$ cat config.mk
export PLATFORM = sky130hd
export DESIGN_NAME = fnt_score
export DESIGN_NICKNAME = d
export VERILOG_FILES = /design/src/rtl/core/fnt_pkg.sv /design/src/rtl/core/fnt_score.sv
export SDC_FILE = /design/constraint.sdc
export NUM_CORES = 1
export LEC_CHECK = 0
export ABC_AREA = 1
export ABC_CLOCK_PERIOD_IN_PS = 5000
export BUFFER_PORTS_ARGS = -buffer_cell sky130_fd_sc_hd__buf_2
export CAP_MARGIN = 20
export CORE_ASPECT_RATIO = 0.6
export CORE_MARGIN = 10
export CORE_UTILIZATION = 40
export CTS_CLUSTER_DIAMETER = 30
export DETAILED_ROUTE_END_ITERATION = 10
export GPL_ROUTABILITY_DRIVEN = 0
export GPL_TIMING_DRIVEN = 0
export PLACE_DENSITY = 0.57
export SLEW_MARGIN = 30
export SYNTH_ARGS = -nofsm -noshare
export SYNTH_HDL_FRONTEND = slang
export SYNTH_SLANG_ARGS = --single-unit
$ cat constraint.sdc
create_clock -name i_clk -period 5 [get_ports i_clk]
set_input_delay 1 -clock i_clk [delete_from_list [all_inputs] [get_ports i_clk]]
set_output_delay 1 -clock i_clk [all_outputs]
set_load 0.01 [all_outputs]
$ cat src/rtl/core/fnt_pkg.sv
// shared constants, types and state codes of the feature novelty table
`default_nettype none

package fnt_pkg;

    // default configuration
    localparam int FEATURE_ID_BITS_DEF = 10;
    localparam int COUNT_BITS_DEF      = 6;
    localparam int HEUR_BITS_DEF       = 16;
    localparam int MAX_FEATURES_DEF    = 1024;

    // result field width and its byte-padded stream width
    localparam int OUT_W       = 12;
    localparam int OUT_TDATA_W = ((OUT_W + 7) / 8) * 8;

    // sequencer states
    typedef enum logic [1:0] {
        ST_CLEAR,
        ST_IDLE,
        ST_UPDATE
    } t_state;

    // control from the sequencer to the scoring unit
    typedef struct packed {
        logic commit;
        logic last;
        logic unsolv;
        logic skip;
    } t_score_ctl;

endpackage

`default_nettype wire

$ cat src/rtl/core/fnt_score.sv
// compare unit, novelty and penalty tallies and result formatting
`default_nettype none

module fnt_score #(
    parameter int HEUR_BITS    = fnt_pkg::HEUR_BITS_DEF,
    parameter int MAX_FEATURES = fnt_pkg::MAX_FEATURES_DEF
) (
    input  wire logic                     i_clk,
    input  wire logic                     i_rst_n,
    input  wire fnt_pkg::t_score_ctl      i_ctl,
    input  wire logic [HEUR_BITS-1:0]     i_heur,
    input  wire logic [HEUR_BITS:0]       i_rdata,
    output logic                          o_we,
    output logic [fnt_pkg::OUT_W-1:0]     o_result
);

    localparam int TALLY_W = $clog2(MAX_FEATURES + 1);
    localparam int EXT_W   = (TALLY_W > fnt_pkg::OUT_W) ? TALLY_W : fnt_pkg::OUT_W;
    localparam logic [TALLY_W-1:0] TALLY_MAX = TALLY_W'(MAX_FEATURES);

    logic [TALLY_W-1:0]   r_nov;
    logic [TALLY_W-1:0]   n_nov;
    logic [TALLY_W-1:0]   r_pen;
    logic [TALLY_W-1:0]   n_pen;
    logic                 stored_valid;
    logic [HEUR_BITS-1:0] stored;
    logic                 active;
    logic                 lower;
    logic                 higher;
    logic [EXT_W-1:0]     nov_neg;
    logic [EXT_W-1:0]     pen_ext;

    // compare item heuristic against the stored lowest value
    always_comb begin
        stored_valid = i_rdata[HEUR_BITS];
        stored       = i_rdata[HEUR_BITS-1:0];
        active       = !i_ctl.unsolv && !i_ctl.skip;
        lower        = active && (!stored_valid || (i_heur < stored));
        higher       = active && stored_valid && (i_heur > stored);
        o_we         = i_ctl.commit && lower;
    end

    // saturating tally bumps including this item
    always_comb begin
        n_nov = r_nov;
        n_pen = r_pen;
        if (lower) begin
            n_nov = (r_nov < TALLY_MAX) ? r_nov + TALLY_W'(1) : TALLY_MAX;
        end
        if (higher) begin
            n_pen = (r_pen < TALLY_MAX) ? r_pen + TALLY_W'(1) : TALLY_MAX;
        end
    end

    // result: minus novelty if any, else penalty, zero when unsolvable
    always_comb begin
        nov_neg = EXT_W'(0) - EXT_W'(n_nov);
        pen_ext = EXT_W'(n_pen);
        if (i_ctl.unsolv) begin
            o_result = '0;
        end else if (n_nov != '0) begin
            o_result = nov_neg[fnt_pkg::OUT_W-1:0];
        end else begin
            o_result = pen_ext[fnt_pkg::OUT_W-1:0];
        end
    end

    // tally registers, cleared at the end of each state
    always_ff @(posedge i_clk) begin
        if (!i_rst_n) begin
            r_nov <= '0;
            r_pen <= '0;
        end else if (i_ctl.commit) begin
            if (i_ctl.last) begin
                r_nov <= '0;
                r_pen <= '0;
            end else begin
                r_nov <= n_nov;
                r_pen <= n_pen;
            end
        end
    end

endmodule

`default_nettype wire

**Word level (Yosys, flattened, before mapping)**

Index checks and enable logic that the tools add are counted.

- Bits of input ports: 39
- Output and inout bits: 13
- Word-level logic and storage cells: 27
- Flip-flop bits (word level): 22

- Magnitude comparators: 4
- Add/sub/neg operators: 3
- Mux-type cells: 8
- Reduce and logical (&&, ||, !) cells: 10

Operators by type and width:

| cell | number |
|---|---|
| 11-bit 2-to-1 mux | 6 |
| 12-bit 2-to-1 mux | 2 |
| 11-bit by 1-bit adder with 11-bit output (second input constant) | 2 |
| 11-bit less-than comparator (second input constant) | 2 |
| 16-bit greater-than comparator | 1 |
| 16-bit less-than comparator | 1 |
| 1-bit by 11-bit subtractor with 12-bit output (first input constant) | 1 |
| 11-bit nonzero test | 1 |
| 1-bit logical AND | 5 |
| 1-bit zero test | 3 |
| 1-bit logical OR | 1 |

**Depth between registers and ports, before layout**

- Depth after elaboration: 7
- Mapped depth: 25
- Mapped depth without buffers: 24

**Worst setup path after synthesis**

Ideal clock, no wire load.

- Path type: input-to-output
- Start point: in i_rdata[15]
- End point: out o_result[1] (netlist name)
- Arrival time: 3.079 ns
- Cell stages on the path: 20
- Buffers on the path: 1
- Required time: 4.000 ns
- Slack: 0.921 ns
- Cell sequence: inv_1 -> ha_1 -> nand2_1 -> nor3_2 -> nand2_1 -> nand2_2 -> nand2_4 -> nand2_4 -> buf_12 -> nand2_1 -> nand2_1 -> ha_1 -> inv_1 -> a21oi_2 -> nand2_1 -> nor2_4 -> nand2_4 -> nand2_1 -> o21ai_1 -> nor2_1

- Word-level cells in the longest chain between the ends: 7
- Elaborated cells between the ends (all ways): 11
- Those cells by class: add/sub: 1; order compare: 2; mux: 4; reduce/logical: 4

RTL lines:

| element | line | RTL |
|---|---|---|
| from (decl) | fnt_score.sv:12 | `input wire logic [HEUR_BITS:0] i_rdata,` |
| 16-bit less-than comparator | fnt_score.sv:38 | `lower = active && (!stored_valid \|\| (i_heur < stored));` |
| 1-bit logical OR | fnt_score.sv:38 |  |
| 1-bit logical AND | fnt_score.sv:38 |  |
| 11-bit 2-to-1 mux | fnt_score.sv:47 | `if (lower) begin` |
| 1-bit by 11-bit subtractor with 12-bit output / 11-bit nonzero test (equally long branches) | fnt_score.sv:57, fnt_score.sv:61 |  |
| 12-bit 2-to-1 mux (*) | fnt_score.sv:61 | `end else if (n_nov != '0) begin` |
| 12-bit 2-to-1 mux (*) | fnt_score.sv:59 | `if (i_ctl.unsolv) begin` |
| to (decl) | fnt_score.sv:14 | `output logic [fnt_pkg::OUT_W-1:0] o_result` |

Every way passes the cells marked *; elsewhere a longest branch is shown, timed or not.

**Worst setup path in the final report**

- Start point: in i_heur[11]
- End point: out o_result[6] (netlist name)

- Word-level cells in the longest chain between the ends: 7
- Elaborated cells between the ends (all ways): 11
- Those cells by class: add/sub: 1; order compare: 2; mux: 4; reduce/logical: 4

RTL lines:

| element | line | RTL |
|---|---|---|
| from (decl) | fnt_score.sv:11 | `input wire logic [HEUR_BITS-1:0] i_heur,` |
| 16-bit less-than comparator | fnt_score.sv:38 |  |
| 1-bit logical OR | fnt_score.sv:38 |  |
| 1-bit logical AND | fnt_score.sv:38 |  |
| 11-bit 2-to-1 mux | fnt_score.sv:47 |  |
| 1-bit by 11-bit subtractor with 12-bit output / 11-bit nonzero test (equally long branches) | fnt_score.sv:57, fnt_score.sv:61 |  |
| 12-bit 2-to-1 mux (*) | fnt_score.sv:61 |  |
| 12-bit 2-to-1 mux (*) | fnt_score.sv:59 |  |

Marked as above.

==> impl_metrics.tcl <==
set metrics [dict create \
    grt_max_degree 14 \
    endpoint_kind "output pin" \
    routed_wl_mm 8.01 \
    numCtsBuffers 3 \
    vias_per_cell 4.91 \
    p_leak_nw 1.49 \
    crit_required_ns 4.00 \
    ys.warnings.count 0 \
    yosys_register_bits 22 \
    antenna_cells 0 \
    placedInstanceArea_um2 2990 \
    p_per_area_nw_per_um2 175 \
    clkSlewWorstSetupHoldPaths_ns 0.09 \
    drv_cap 0 \
    row_count 22 \
    fin_crit_ns 4.56 \
    gr-usage-all-layers 0.159 \
    cts_tree "built" \
    insertion_delay_ns 0.28 \
    syn_nets 484 \
    grt_overflow 0 \
    htreeDepth 1 \
    seq_area_um2 440 \
    antenna_found_initial 0 \
    synth-edff-count 0 \
    setup_ws_ns 0.439 \
    route.met2.wl_mm 2.97 \
    start_util 0.420 \
    drt_iter0_drc 231 \
    fp.coreArea_um2 6250 \
    fillers 660 \
    drcViolationCount 0 \
    detail-route-antenna-nets 0 \
    synth_ff_type "dfxtp_1" \
    die_x_um 125 \
    period_share 0.912 \
    area_growth_pct 16.4 \
    wl_per_cell_um 14.2 \
    vdd_drop_max_mv 0.111 \
    worst-slew-pin-transition_ns 0.604 \
    hold_viol_final 0 \
    io_pins 52 \
    drive_above_1_share 0.237 \
    dieArea_um2 10300 \
    maxSlewViolCount 0 \
    finalNonFillerCells 565 \
    syn_area_um2 2630 \
    tns_ns 0 \
    grt_pass1_vias 2667 \
    dp_slack_ns 0.454 \
    slew_headroom 0.597 \
    maxUsedRoutingLayer "met4" \
    yosysSeqAreaShare 0.168 \
    min_path_type "reg -> reg" \
    cts_root_buffer "clkbuf_8" \
    clock_sinks 22 \
    final_util 0.489 \
    drtPass1Iterations 4 \
    drt-met1-wl_mm 4.40 \
    cts.repair.resized 0 \
    arrival_ns 3.56 \
    avgSynthCellArea_um2 6.16 \
    syn_inst 426 \
    fin_nets 540 \
    critPathKind "in -> out" \
    die_y_um 82.8 \
    hpwl_mm 6.51 \
    numPortBuffers 51 \
    finClkSkew_ns 0.00247 \
    rsz0062_at_grt "false" \
    ctsHoldBuffers 0 \
    multi_input_area_um2 1870 \
    vias 2774 \
    grt_pass1_wl_mm 13.8 \
    power_uw 534 \
    status "finished clean" \
    final_cell_area_um2 3060 \
    ys_types 35 \
    finalSetupViolations 0 \
    met3WireLength_um 607 \
    postSynth.asyncResetShare 0 \
    fmax_ghz 0.219 \
    clockBufferDepth 2 \
    whs_ns 0.491 \
    cp_max_fo 10 \
    crit_path_start_kind "input pin" \
    cts_setup_buffers 0 \
    dp_cells 561 \
]
metal layers:
layer,track usage,up-vias
li1,-,1473
met1,0.242,1213
met2,0.222,84
met3,0.0394,4
met4,0.0174,0
met5,0,-
state kept, by name, indices dropped and copies added (netlist names):
| register | cells |
|---|---|
| r_pen | 11 |
| r_nov | 11 |
synth_stat cells, types with 5 or more instances:
cell / number / share of area
a21oi_1: 25 / 0.048
xor2_1: 9 / 0.030
ha_1: 19 / 0.091
nand3_1: 31 / 0.059
o21ai_1: 5 / 0.0095
o21ai_0: 12 / 0.023
inv_1: 59 / 0.084
dfxtp_1: 22 / 0.17
clkbuf_1: 6 / 0.0086
nor2_4: 8 / 0.034
nand3_2: 7 / 0.027
nor3_1: 7 / 0.013
nor2_1: 38 / 0.054
nand4_1: 6 / 0.014
nand2_2: 14 / 0.033
nand2_1: 113 / 0.16
nand2_4: 8 / 0.034
nor2_2: 5 / 0.012
worst paths after layout:
check / startpoint / to / slack (ns) / cells past startpoint
setup / recovery: i_heur[11] / o_result[6] / 0.44 / 20
hold / removal: r_pen[5]$_SDFFE_PN0P_ / r_pen[5]$_SDFFE_PN0P_ / 0.49 / 2
setup reg to reg: r_pen[0]$_SDFFE_PN0P_ / r_pen[8]$_SDFFE_PN0P_ / 2.97 / 11
hold reg to reg: r_pen[5]$_SDFFE_PN0P_ / r_pen[5]$_SDFFE_PN0P_ / 0.49 / 2
cell families (layout without fill, tap and decap cells):
group,after synthesis,in the layout,synth area share
simple gates,249,249,0.479
buf+inv,75,130,0.121
compound gates,52,52,0.112
flops,22,22,0.168
fa+ha+maj,19,19,0.0906
xor+xnor,9,9,0.0300
cell type report:
cell class | count | area share
flip-flops and latches | 22 | 0.144
multi-input cells | 329 | 0.611
plain buffers | 12 | 0.0258
well taps | 84 | 0.0344
inverters | 63 | 0.0782
clock buffers | 3 | 0.0135
clock inverters | 1 | 0.00982
repair buffers | 51 | 0.0835
cells in the final DEF, fill, tap and decap left out, drive strengths merged, types with 2 or more instances in the layout:
| master | instances |
|---|---|
| a21oi | 28 |
| buf | 57 |
| clkbuf | 9 |
| dfxtp | 22 |
| ha | 19 |
| inv | 63 |
| nand2 | 135 |
| nand3 | 38 |
| nand3b | 3 |
| nand4 | 6 |
| nor2 | 51 |
| nor3 | 10 |
| nor3b | 2 |
| nor4 | 4 |
| o21ai | 19 |
| xor2 | 9 |
worst max-delay path, stage by stage:
cell and delay, ns:
buf_2 0.10, ha_1 0.33, a21oi_2 0.17, nand2_1 0.08, a21oi_2 0.14, nand2_2 0.09, nand2_4 0.09, buf_6 0.15
nand3_1 0.10, nand2_1 0.13, ha_1 0.17, inv_1 0.06, a21oi_2 0.18, nand2_1 0.14, nor2_4 0.15, nand2_4 0.10
nand2_1 0.08, nand2_1 0.06, nor2_1 0.10, buf_2 0.15
power breakdown:
group / switching, mW / total [mW] / internal (mW) / leakage [nW]
clock network: 0.0702 / 0.177 / 0.107 / 0.0357
registers: 0.00140 / 0.178 / 0.176 / 0.177
logic: 0.112 / 0.179 / 0.0668 / 1.28
total: 0.184 / 0.534 / 0.350 / 1.49
(Power assumes the default switching activity.)
