===== src/rtl/core/fnt_pkg.sv =====
// shared constants, types and state codes of the feature novelty table
`default_nettype none

package fnt_pkg;

    // default configuration
    localparam int FEATURE_ID_BITS_DEF = 10;
    localparam int COUNT_BITS_DEF      = 6;
    localparam int HEUR_BITS_DEF       = 16;
    localparam int MAX_FEATURES_DEF    = 1024;

    // result field width and its byte-padded stream width
    localparam int OUT_W       = 12;
    localparam int OUT_TDATA_W = ((OUT_W + 7) / 8) * 8;

    // sequencer states
    typedef enum logic [1:0] {
        ST_CLEAR,
        ST_IDLE,
        ST_UPDATE
    } t_state;

    // control from the sequencer to the scoring unit
    typedef struct packed {
        logic commit;
        logic last;
        logic unsolv;
        logic skip;
    } t_score_ctl;

endpackage

`default_nettype wire


===== src/rtl/core/fnt_ctrl.sv =====
// sequencer: clearing pass, item capture, table access and output register
`default_nettype none

module fnt_ctrl #(
    parameter int FEATURE_ID_BITS = fnt_pkg::FEATURE_ID_BITS_DEF,
    parameter int COUNT_BITS      = fnt_pkg::COUNT_BITS_DEF,
    parameter int HEUR_BITS       = fnt_pkg::HEUR_BITS_DEF,
    parameter int IN_TDATA_W      = 32,
    parameter int KEY_BITS        = FEATURE_ID_BITS + COUNT_BITS
) (
    input  wire logic                         i_clk,
    input  wire logic                         i_rst_n,
    // input stream
    input  wire logic                         i_s_tvalid,
    output logic                              o_s_tready,
    input  wire logic [IN_TDATA_W-1:0]        i_s_tdata,
    input  wire logic                         i_s_tuser,
    input  wire logic                         i_s_tlast,
    // output stream
    output logic                              o_m_tvalid,
    input  wire logic                         i_m_tready,
    output logic [fnt_pkg::OUT_TDATA_W-1:0]   o_m_tdata,
    output logic                              o_m_tuser,
    // table port
    output logic                              o_ram_we,
    output logic [KEY_BITS-1:0]               o_ram_waddr,
    output logic [HEUR_BITS:0]                o_ram_wdata,
    output logic                              o_ram_re,
    output logic [KEY_BITS-1:0]               o_ram_raddr,
    // scoring unit
    output fnt_pkg::t_score_ctl               o_score_ctl,
    output logic [HEUR_BITS-1:0]              o_heur,
    input  wire logic                         i_upd_we,
    input  wire logic [fnt_pkg::OUT_W-1:0]    i_result
);

    localparam int HEUR_LO = FEATURE_ID_BITS + COUNT_BITS;

    fnt_pkg::t_state             r_state;
    fnt_pkg::t_state             n_state;
    logic [KEY_BITS-1:0]         r_clr_addr;
    logic [KEY_BITS-1:0]         r_key;
    logic [HEUR_BITS-1:0]        r_heur;
    logic                        r_unsolv;
    logic                        r_last;
    logic                        r_skip;
    logic                        r_out_valid;
    logic [fnt_pkg::OUT_W-1:0]   r_out_value;
    logic                        r_out_unsolv;
    logic                        accept;
    logic                        out_free;
    logic                        commit;
    logic [FEATURE_ID_BITS-1:0]  in_id;
    logic [COUNT_BITS-1:0]       in_cnt;

    // unpack the input item
    assign in_id  = i_s_tdata[FEATURE_ID_BITS-1:0];
    assign in_cnt = i_s_tdata[HEUR_LO-1:FEATURE_ID_BITS];

    assign out_free = !r_out_valid || i_m_tready;

    // next state and handshake
    always_comb begin
        n_state    = r_state;
        o_s_tready = 1'b0;
        commit     = 1'b0;
        case (r_state)
            fnt_pkg::ST_CLEAR: begin
                if (r_clr_addr == '1) begin
                    n_state = fnt_pkg::ST_IDLE;
                end
            end
            fnt_pkg::ST_IDLE: begin
                o_s_tready = 1'b1;
                if (i_s_tvalid) begin
                    n_state = fnt_pkg::ST_UPDATE;
                end
            end
            fnt_pkg::ST_UPDATE: begin
                if (!r_last || out_free) begin
                    commit  = 1'b1;
                    n_state = fnt_pkg::ST_IDLE;
                end
            end
            default: begin
                n_state = fnt_pkg::ST_CLEAR;
            end
        endcase
    end

    assign accept = i_s_tvalid && o_s_tready;

    // state register
    always_ff @(posedge i_clk) begin
        if (!i_rst_n) begin
            r_state <= fnt_pkg::ST_CLEAR;
        end else begin
            r_state <= n_state;
        end
    end

    // clearing pass address
    always_ff @(posedge i_clk) begin
        if (!i_rst_n) begin
            r_clr_addr <= '0;
        end else if (r_state == fnt_pkg::ST_CLEAR) begin
            r_clr_addr <= r_clr_addr + KEY_BITS'(1);
        end
    end

    // capture the accepted item
    always_ff @(posedge i_clk) begin
        if (accept) begin
            r_key    <= {in_id, in_cnt};
            r_heur   <= i_s_tdata[HEUR_LO+HEUR_BITS-1:HEUR_LO];
            r_unsolv <= i_s_tuser;
            r_last   <= i_s_tlast;
            r_skip   <= (in_cnt == '0);
        end
    end

    // table access: read on accept, write on update or during clearing
    always_comb begin
        o_ram_re    = accept;
        o_ram_raddr = {in_id, in_cnt};
        if (r_state == fnt_pkg::ST_CLEAR) begin
            o_ram_we    = 1'b1;
            o_ram_waddr = r_clr_addr;
            o_ram_wdata = '0;
        end else begin
            o_ram_we    = i_upd_we;
            o_ram_waddr = r_key;
            o_ram_wdata = {1'b1, r_heur};
        end
    end

    // scoring unit control
    always_comb begin
        o_score_ctl.commit = commit;
        o_score_ctl.last   = r_last;
        o_score_ctl.unsolv = r_unsolv;
        o_score_ctl.skip   = r_skip;
        o_heur             = r_heur;
    end

    // output register valid
    always_ff @(posedge i_clk) begin
        if (!i_rst_n) begin
            r_out_valid <= 1'b0;
        end else if (commit && r_last) begin
            r_out_valid <= 1'b1;
        end else if (i_m_tready) begin
            r_out_valid <= 1'b0;
        end
    end

    // output register payload
    always_ff @(posedge i_clk) begin
        if (commit && r_last) begin
            r_out_value  <= i_result;
            r_out_unsolv <= r_unsolv;
        end
    end

    assign o_m_tvalid = r_out_valid;
    assign o_m_tdata  = fnt_pkg::OUT_TDATA_W'(r_out_value);
    assign o_m_tuser  = r_out_unsolv;

endmodule

`default_nettype wire


===== config.mk =====
export PLATFORM = sky130hd
export DESIGN_NAME = fnt_ctrl
export DESIGN_NICKNAME = d
export VERILOG_FILES = /design/src/rtl/core/fnt_pkg.sv /design/src/rtl/core/fnt_ctrl.sv
export SDC_FILE = /design/constraint.sdc
export NUM_CORES = 1
export LEC_CHECK = 0
export ABC_CLOCK_PERIOD_IN_PS = 2200
export BUFFER_PORTS_ARGS = -buffer_cell sky130_fd_sc_hd__buf_4
export CELL_PAD_IN_SITES_DETAIL_PLACEMENT = 0
export CELL_PAD_IN_SITES_GLOBAL_PLACEMENT = 1
export CORE_AREA = 2 2 94 96
export CTS_CLUSTER_SIZE = 8
export DETAILED_ROUTE_END_ITERATION = 12
export DIE_AREA = 0 0 96 98
export GPL_ROUTABILITY_DRIVEN = 0
export PLACE_DENSITY = 0.81
export SLEW_MARGIN = 20
export SYNTH_ARGS = -nofsm -noshare
export SYNTH_HDL_FRONTEND = slang
export SYNTH_SLANG_ARGS = --single-unit

===== constraint.sdc =====
create_clock -name i_clk -period 2.2 [get_ports i_clk]
set_clock_uncertainty 0.1 [all_clocks]
set_input_delay 0.11 -clock i_clk [delete_from_list [all_inputs] [get_ports i_clk]]
set_output_delay 0.11 -clock i_clk [all_outputs]
set_load 0.005 [all_outputs]

### After elaboration in Yosys (flattened, before gate mapping)

Index checks and enable logic that the tools add are counted.

| storage, ports and cells | value |
|---|---|
| output and inout port bits | 90 |
| register bits after elaboration | 67 |

| operators by class | value |
|---|---|
| $add $sub $neg | 1 |
| reduce and logical (&&, ||, !) cells | 10 |
| muxes and demuxes | 12 |
| eq/ne operators | 6 |

Operator list:

| operator | number |
|---|---|
| 17-bit two-way mux | 1 |
| 16-bit by 1-bit adder with 16-bit output, second input constant | 1 |
| 16-bit == test, second input constant | 1 |
| 16-bit two-way mux | 1 |
| 6-bit zero test | 1 |
| 1-bit two-way mux | 6 |
| 2-bit two-way mux | 3 |
| 2-bit != test, second input constant | 3 |
| 2-bit case mux with 3 select lines | 1 |
| 3-bit AND reduction | 1 |
| 2-bit by 1-bit == test with 1-bit output, second input constant | 1 |
| 2-bit == test, second input constant | 1 |
| 1-bit logical AND | 2 |
| 1-bit zero test | 2 |
| 2-bit zero test | 1 |
| 1-bit logical OR | 2 |
| 2-bit nonzero test | 1 |

### Longest topological paths before layout

Gate-level depths: netlist of the first run.

| depth | value |
|---|---|
| depth in word-level cells | 7 |
| mapped depth | 6 |

### Worst setup path after synthesis of the first run

No wires, ideal clock.

| path | value |
|---|---|
| path type | reg2reg |
| start point | register r_state[0] |
| end point | register r_heur[0], in the netlist o_heur[0] (enable) |
| arrival time | 1.507 ns |
| period minus slack after synthesis | 2.005 ns |
| setup time | 0.398 ns |
| stages on the path, launching flop included | 3 |
| setup slack | 0.195 ns |
| cell sequence | dfxtp_1 nor2b_1 and2_1 |

| between the ends | value |
|---|---|
| longest elaborated chain between the ends | 3 |

RTL lines:

| item | RTL line | source |
|---|---|---|
| start: declaration | fnt_ctrl.sv:39 | `fnt_pkg::t_state r_state;` |
| start signal: assignment | fnt_ctrl.sv:96 | `r_state <= fnt_pkg::ST_CLEAR;` |
| start signal: assignment | fnt_ctrl.sv:98 | `r_state <= n_state;` |
| 2-bit by 1-bit == test with 1-bit output | fnt_ctrl.sv:67 | `case (r_state)` |
| 1-bit two-way mux | fnt_ctrl.sv:67 |  |
| named net o_s_tready | fnt_ctrl.sv:15 | `output logic o_s_tready,` |
| 1-bit logical AND | fnt_ctrl.sv:91 | `assign accept = i_s_tvalid && o_s_tready;` |
| named net o_ram_re | fnt_ctrl.sv:28 | `output logic o_ram_re,` |
| end signal: assignment | fnt_ctrl.sv:115 | `r_heur <= i_s_tdata[HEUR_LO+HEUR_BITS-1:HEUR_LO];` |
| end: declaration | fnt_ctrl.sv:43 | `logic [HEUR_BITS-1:0] r_heur;` |

The timed path passes the listed nets, and every way through them passes these cells.
A chain may end at the register's enable or synchronous reset.

### Final worst setup path of the first run

| path | value |
|---|---|
| start point | register r_clr_addr[2] |
| end point | register r_clr_addr[11] |

| between the ends | value |
|---|---|
| longest elaborated chain between the ends | 1 |

RTL lines:

| item | RTL line | source |
|---|---|---|
| start: declaration | fnt_ctrl.sv:41 | `logic [KEY_BITS-1:0] r_clr_addr;` |
| start signal: assignment | fnt_ctrl.sv:107 | `r_clr_addr <= r_clr_addr + KEY_BITS'(1);` |
| 16-bit by 1-bit adder with 16-bit output | fnt_ctrl.sv:107 |  |

No other way between the ends.

==> flow_metrics.py, run 1 <==
metrics = {
    "place": {
        "port_buffers": 136,
        "pre_cts_ws_ns": 0.3315,
        "placed_cells": 463,
        "dp_hpwl_mm": 4.419,
    },
    "worst_setup_path": {
        "path_buf_inv": 0,
        "slowest_delay_ns": 0.63,
        "cp_data_required_time_ns": 2.36,
        "cp_slowest_cell": "or4_1",
        "crit_arrival_ns": 2.04,
        "crit_chain": "nand3_1, or4_1, or3_1, a21oi_1",
        "critical_path.max_fanout": 8,
        "critical-path-top-delay-family": "simple AND/OR/NAND/NOR gates",
        "crit_type": "flop to flop",
        "start_kind": "flop",
        "cp-end-kind": "flop",
    },
    "die": {
        "dieWidth_um": 96,
        "start_util": 0.3309,
        "ios": 141,
        "num_rows": 34,
        "dieArea_um2": 9408,
        "core-area_um2": 8466,
        "fp.dieH_um": 98,
    },
    "pwr": {
        "pwr-share-clk": 0.398,
        "p_int_w": 0.002048,
        "vdd_drop_max_mv": 0.3519,
        "switching_power_w": 0.0005428,
        "swShare": 0.2095,
        "power_frac_comb": 0.077,
        "power_leakage_nw": 1.901,
        "p_seq_frac": 0.525,
        "p_per_area_nw_per_um2": 580.0,
    },
    "synth": {
        "netlist.area_leader.share": 0.5145,
        "synth_area_um2": 2801,
        "ys_warn_count": 0,
        "synth_area_per_cell_um2": 11.43,
        "ys_seq_area_frac": 0.6503,
        "postSynthCellCount": 245,
        "synth_top_area_cell": "edfxtp_1",
        "synth_area_leaders": "edfxtp_1 51%, dfxtp_1 14%, nand2_1 7.1%, buf_4 6.4%, and2_1 4.2%",
        "ys_seq_elements": 67,
        "synth_cell_types": 32,
    },
    "finish": {
        "diodes": 0,
        "layout-drive-gt1-share": 0.3756,
        "utilization": 0.5276,
        "n_fill_cell": 752,
        "nets": 465,
        "fin_cells": 526,
        "area_growth_pct": 59.45,
    },
    "clock_network": {
        "cts_tree": "yes",
        "ctsRootBufferMaster": "clkbuf_8",
        "cts_resized": 0,
        "cts_buffer_depth": 2,
        "clock-sinks": 67,
        "clk_latency_ns": 0.33,
        "htreeDepth": 3,
        "numCtsBuffers": 9,
        "clkTransAtPathRegs_ns": 0.07,
    },
    "drt": {
        "drtIter0Drc": 56,
        "vias": 2273,
        "vias_per_cell": 4.321,
        "detail-route-antenna-nets": 0,
        "wire_per_inst_um": 12.68,
        "dr.pass1.iters": 4,
        "drcViolationCount": 0,
        "wl_mm": 6.670,
    },
    "timing": {
        "tightest_slew_ns": 0.5891,
        "report.final.hold_viol_count": 0,
        "finalMaxSlewViolations": 0,
        "worst_slack_ns": 0.3199,
        "final-setup-viol-count": 0,
        "period_share": 0.8546,
        "fmax_mhz": 531.9,
        "relSlewSlack": 0.6072,
        "fin_setup_tns_ns": 0,
        "min_period_ns": 1.880,
        "rsz0062_at_grt": "false",
    },
    "status": {
        "outcome": "completed",
    },
    "grt": {
        "antenna_found_initial": 0,
        "grt_pass1_wl_mm": 10.59,
        "grt_usage": 0.1454,
        "grt_pass1_vias": 2318,
        "overflow": 0,
        "grt_max_degree": 40,
    },
    "worst_hold_path": {
        "hold_path_class": "input port to flop",
    },
    "job": {
        "cap_violations": 0,
    },
}
-- flip-flops by register name (all words and copies together) (netlist names) --
register	flops
r_skip	1
r_state	2
r_unsolv	1
r_key	16
r_last	1
o_m_tuser	1
r_out_value	12
o_heur	16
r_clr_addr	16
o_m_tvalid	1
-- per-layer routing --
metal / routed length (µm) / global-route usage / vias up
met4: 59 / 0.05714 / 0
met2: 3308 / 0.2457 / 99
met5: 0 / 0 / -
met3: 546 / 0.04630 / 6
li1: - / - / 1141
met1: 2755 / 0.1687 / 1027
-- what timing repair did --
item	4_1_cts	5_1_grt
hold buffers	47	0
hold endpoints to repair	51	0
buffers inserted	0	0
-- logic make-up after synthesis --
family | synth area share
AOI/OAI and AO/OA | 0.03037
xor gates and xnor gates | 0.03127
adders and majority gates | 0.004466
buffers and inverters | 0.08217
DFF | 0.6503
other | 0.001339
and+or+nand+nor | 0.1965
muxes | 0.003573
-- layout by cell type (no fill, tap or decap), drive strengths merged --
| cell type | n |
|---|---|
| conb | 4 |
| xnor2 | 8 |
| nor2b | 2 |
| nor4 | 2 |
| edfxtp | 48 |
| nor3 | 4 |
| and2 | 19 |
| nand2b | 3 |
| ha | 1 |
| and3 | 1 |
| clkbuf | 10 |
| nand4bb | 1 |
| nor2 | 10 |
| clkinvlp | 1 |
| buf | 139 |
| and4b | 1 |
| or4 | 2 |
| and4 | 1 |
| o21ai | 6 |
| dlygate4sd3 | 47 |
| nand3 | 3 |
| nor4b | 1 |
| mux2i | 1 |
| nand4 | 5 |
| nand2 | 53 |
| inv | 5 |
| o21a | 2 |
| bufinv | 1 |
| a21oi | 8 |
| clkinv | 4 |
| dfxtp | 19 |
| or3 | 4 |
| xor2 | 2 |
-- power by group through the flow --
stage | sequential (W) | clock [W] | combinational, W
after global placement | 0.00139 | 0 | 0.000128
final | 0.00136 | 0.00103 | 0.000200
after detailed placement | 0.00139 | 0 | 0.000132
after CTS | 0.00136 | 0.00108 | 0.000199
after floorplan | 0.00139 | 0 | 0.0000492
after global routing | 0.00136 | 0.00113 | 0.000217
-- worst reg2reg max path: cells and delay by family (launching register included) --
kind	cells	cell delay, ns
flops	1	0.44
simple gates	3	1.13
compound gates	1	0.14
-- synthesized netlist by cell type --
cell	number
a21oi_1	8
and2_1	19
and3_1	1
and4_1	1
and4b_1	1
buf_1	1
buf_4	24
clkbuf_1	6
clkbuf_2	1
conb_1	1
dfxtp_1	19
edfxtp_1	48
ha_1	1
inv_1	4
inv_2	1
mux2i_1	1
nand2_1	53
nand2b_1	3
nand3_1	3
nand4_1	5
nand4bb_1	1
nor2_1	10
nor2b_1	2
nor3_1	4
nor4_1	2
nor4b_1	1
o21a_1	2
o21ai_0	6
or3_1	4
or4_1	2
xnor2_1	8
xor2_1	2
-- final timing paths --
check             cells after the start                  startpoint                     endpoint  slack [ns]
setup / recovery                      4  r_clr_addr[2]$_SDFFE_PN0P_  r_clr_addr[11]$_SDFFE_PN0P_        0.32
setup reg to reg                      4  r_clr_addr[2]$_SDFFE_PN0P_  r_clr_addr[11]$_SDFFE_PN0P_        0.32
hold reg to reg                       0          r_unsolv$_DFFE_PP_          o_m_tuser$_DFFE_PP_        0.36
hold / removal                        3                  i_m_tready      o_m_tvalid$_SDFFE_PN0P_        0.03
-- metrics by stage --
step | instance area (µm²) | hold WS [ns] | power [W]
2_1_floorplan | 2813 | 0.1089 | 0.001436
3_3_place_gp | 3794 | 0.1884 | 0.001516
3_5_place_dp | 3794 | 0.1894 | 0.001520
4_1_cts | 4467 | 0.009862 | 0.002636
5_1_grt | 4467 | 0.01378 | 0.002706
6_report | 4467 | 0.03231 | 0.002591
-- final cells by class --
class	instances	area [µm²]	area share
timing repair buffer	186	1526	0.3417
sequential	67	1822	0.4078
clock buffer	10	137.6	0.03081
tap	108	135.1	0.03025
inverter	5	18.77	0.004202
multi-input combinational	144	762.0	0.1706
clock inverter	6	65.06	0.01457
No activity file was read; power rests on OpenSTA's default activity.
==> inputs of run 2 (changes only) <==
- CORE_AREA: 2 2 94 96 -> 2 2 93 95
- CTS_BUF_LIST: default -> sky130_fd_sc_hd__clkbuf_4
- DIE_AREA: 0 0 96 98 -> 0 0 95 97
- PLACE_DENSITY: 0.81 -> 0.83
==> run 2 against run 1 <==
Net effect: sequential share of layout area rose by 0.33 points; via count rose by 0.92%; hold slack improved by 0.085 ns; cell count fell by 0.19%; critical endpoint is now o_m_tvalid$_SDFFE_PN0P_; register-to-register slack got worse by 0.08 ns; total power fell by 6.5%; fmax fell by 4.0%.
==> flow_metrics.py, run 2 (synthesized netlist as in run 1, its figures left out) <==
metrics = {
    "timing": {
        "finalMaxSlewViolations": 0,
        "final-setup-viol-count": 0,
        "min_period_ns": 1.958,
        "worst_slack_ns": 0.2423,
        "fin_setup_tns_ns": 0,
        "period_share": 0.8899,
        "fmax_mhz": 510.8,
        "report.final.hold_viol_count": 0,
        "rsz0062_at_grt": "false",
    },
    "die": {
        "fp.dieH_um": 97,
        "ios": 141,
        "core-area_um2": 8134,
        "dieWidth_um": 95,
        "start_util": 0.3444,
        "num_rows": 33,
        "dieArea_um2": 9215,
    },
    "place": {
        "port_buffers": 136,
        "pre_cts_ws_ns": 0.2840,
        "dp_hpwl_mm": 4.572,
        "post_dp_cell_area_um2": 3790,
    },
    "worst_setup_path": {
        "critical_path.max_fanout": 14,
        "cp_data_required_time_ns": 2.41,
        "critical-path-top-delay-family": "buffers and inverters",
        "slowest_delay_ns": 0.54,
        "crit_arrival_ns": 2.17,
        "crit_chain": "nor2b_1, a21oi_1, and2_2, o21a_1, dlygate4sd3_1",
        "cp_slowest_cell": "dlygate4sd3_1",
        "path_buf_inv": 1,
        "crit_type": "flop to flop",
        "cp-end-kind": "flop",
        "start_kind": "flop",
    },
    "job": {
        "cap_violations": 0,
    },
    "clock_network": {
        "clock-sinks": 67,
        "cts_buffer_depth": 2,
        "cts_tree": "yes",
        "clk_latency_ns": 0.41,
        "postCtsSetupBuffers": 0,
        "numCtsBuffers": 9,
        "ctsRootBufferMaster": "clkbuf_4",
        "clkTransAtPathRegs_ns": 0.12,
        "htreeDepth": 3,
    },
    "grt": {
        "grt_usage": 0.1519,
        "grt_pass1_vias": 2295,
        "grt_max_degree": 40,
        "overflow": 0,
        "antenna_found_initial": 0,
        "grt_pass1_wl_mm": 10.81,
    },
    "status": {
        "outcome": "completed",
    },
    "finish": {
        "nets": 467,
        "layout-drive-gt1-share": 0.3762,
        "n_fill_cell": 691,
        "area_growth_pct": 58.15,
        "final_cell_mix": "138 x buf_4, 53 x nand2_1, 49 x dlygate4sd3_1, 48 x edfxtp_1, 19 x dfxtp_1",
        "final_common_cell": "buf_4",
        "utilization": 0.5447,
        "fin_area_um2": 4431,
        "diodes": 0,
    },
    "pwr": {
        "power_leakage_nw": 1.889,
        "vdd_drop_max_mv": 0.3559,
        "totalPowerFinal_w": 0.002422,
        "p_per_area_nw_per_um2": 546.7,
    },
    "drt": {
        "wire_per_inst_um": 12.87,
        "vias_per_cell": 4.370,
        "wl_mm": 6.759,
        "drcViolationCount": 0,
        "detail-route-antenna-nets": 0,
        "dr.pass1.iters": 4,
        "drtIter0Drc": 112,
        "vias": 2294,
    },
    "worst_hold_path": {
        "hold_path_class": "input port to flop",
    },
}
[run 2: cell types whose count changed in the layout (fill, tap and decap cells not counted)]
cell / before / now
and2_1: 18 / 17
inv_6: 0 / 4
clkinv_2: 2 / 0
clkbuf_4: 0 / 9
dlygate4sd3_1: 47 / 49
and2_2: 1 / 2
clkbuf_8: 10 / 0
clkinv_4: 2 / 1
[run 2: worst paths after layout]
kind                           startpoint                      end  slack (ns)  cells after the start
hold / removal                 i_m_tready  r_state[1]$_SDFFE_PN0P_        0.12                      4
setup reg to reg  o_m_tvalid$_SDFFE_PN0P_  o_m_tvalid$_SDFFE_PN0P_        0.24                      5
setup / recovery  o_m_tvalid$_SDFFE_PN0P_  o_m_tvalid$_SDFFE_PN0P_        0.24                      5
hold reg to reg        r_unsolv$_DFFE_PP_      o_m_tuser$_DFFE_PP_        0.39                      0
[run 2: layout make-up]
class                   instances  area [µm²]  share of cell area
flip-flops and latches         67        1822              0.4112
repair buffers                188        1546              0.3491
multi-input cells             144       763.2              0.1723
well taps                     105       131.4             0.02965
clock inverters                 7       81.33             0.01836
clock buffers                   9       67.56             0.01525
inverters                       5       18.77            0.004236
[run 2: per-stage QoR]
| step | hold WS, ns | std cells |
|---|---|---|
| CTS | 0.08663 | 525 |
| floorplan | 0.1089 | 248 |
| global route | 0.09304 | 525 |
| global placement | 0.1881 | 460 |
| detailed placement | 0.1895 | 460 |
| finish | 0.1174 | 525 |
[run 2: repair_timing]
action / CTS / global route
endpoints found under the setup margin: 0 / 1
resized for setup: 0 / 1
hold buffers: 49 / 0
endpoints found under the hold margin: 52 / 0
[run 2: metal layers]
| metal | global-route usage | part of all wire | vias up |
|---|---|---|---|
| met1 | 0.1817 | 0.42 | 1053 |
| met3 | 0.05218 | 0.072 | 5 |
| met2 | 0.2531 | 0.50 | 90 |
| met4 | 0.05017 | 0.0065 | 0 |
| met5 | 0 | 0 | - |
| li1 | - | - | 1146 |
[run 2: worst reg2reg max path: stages (launching register included)]
cell	delay, ns
dfxtp_1	0.34
nor2b_1	0.21
a21oi_1	0.14
and2_2	0.32
o21a_1	0.20
dlygate4sd3_1	0.54
[run 2: report_power, final]
group | total (W) | leakage [nW] | internal, W | switching, W
Clock | 0.000862 | 0.0779 | 0.000364 | 0.000498
Combinational | 0.000201 | 1.23 | 0.000143 | 0.0000580
Sequential | 0.00136 | 0.586 | 0.00135 | 0.00000706
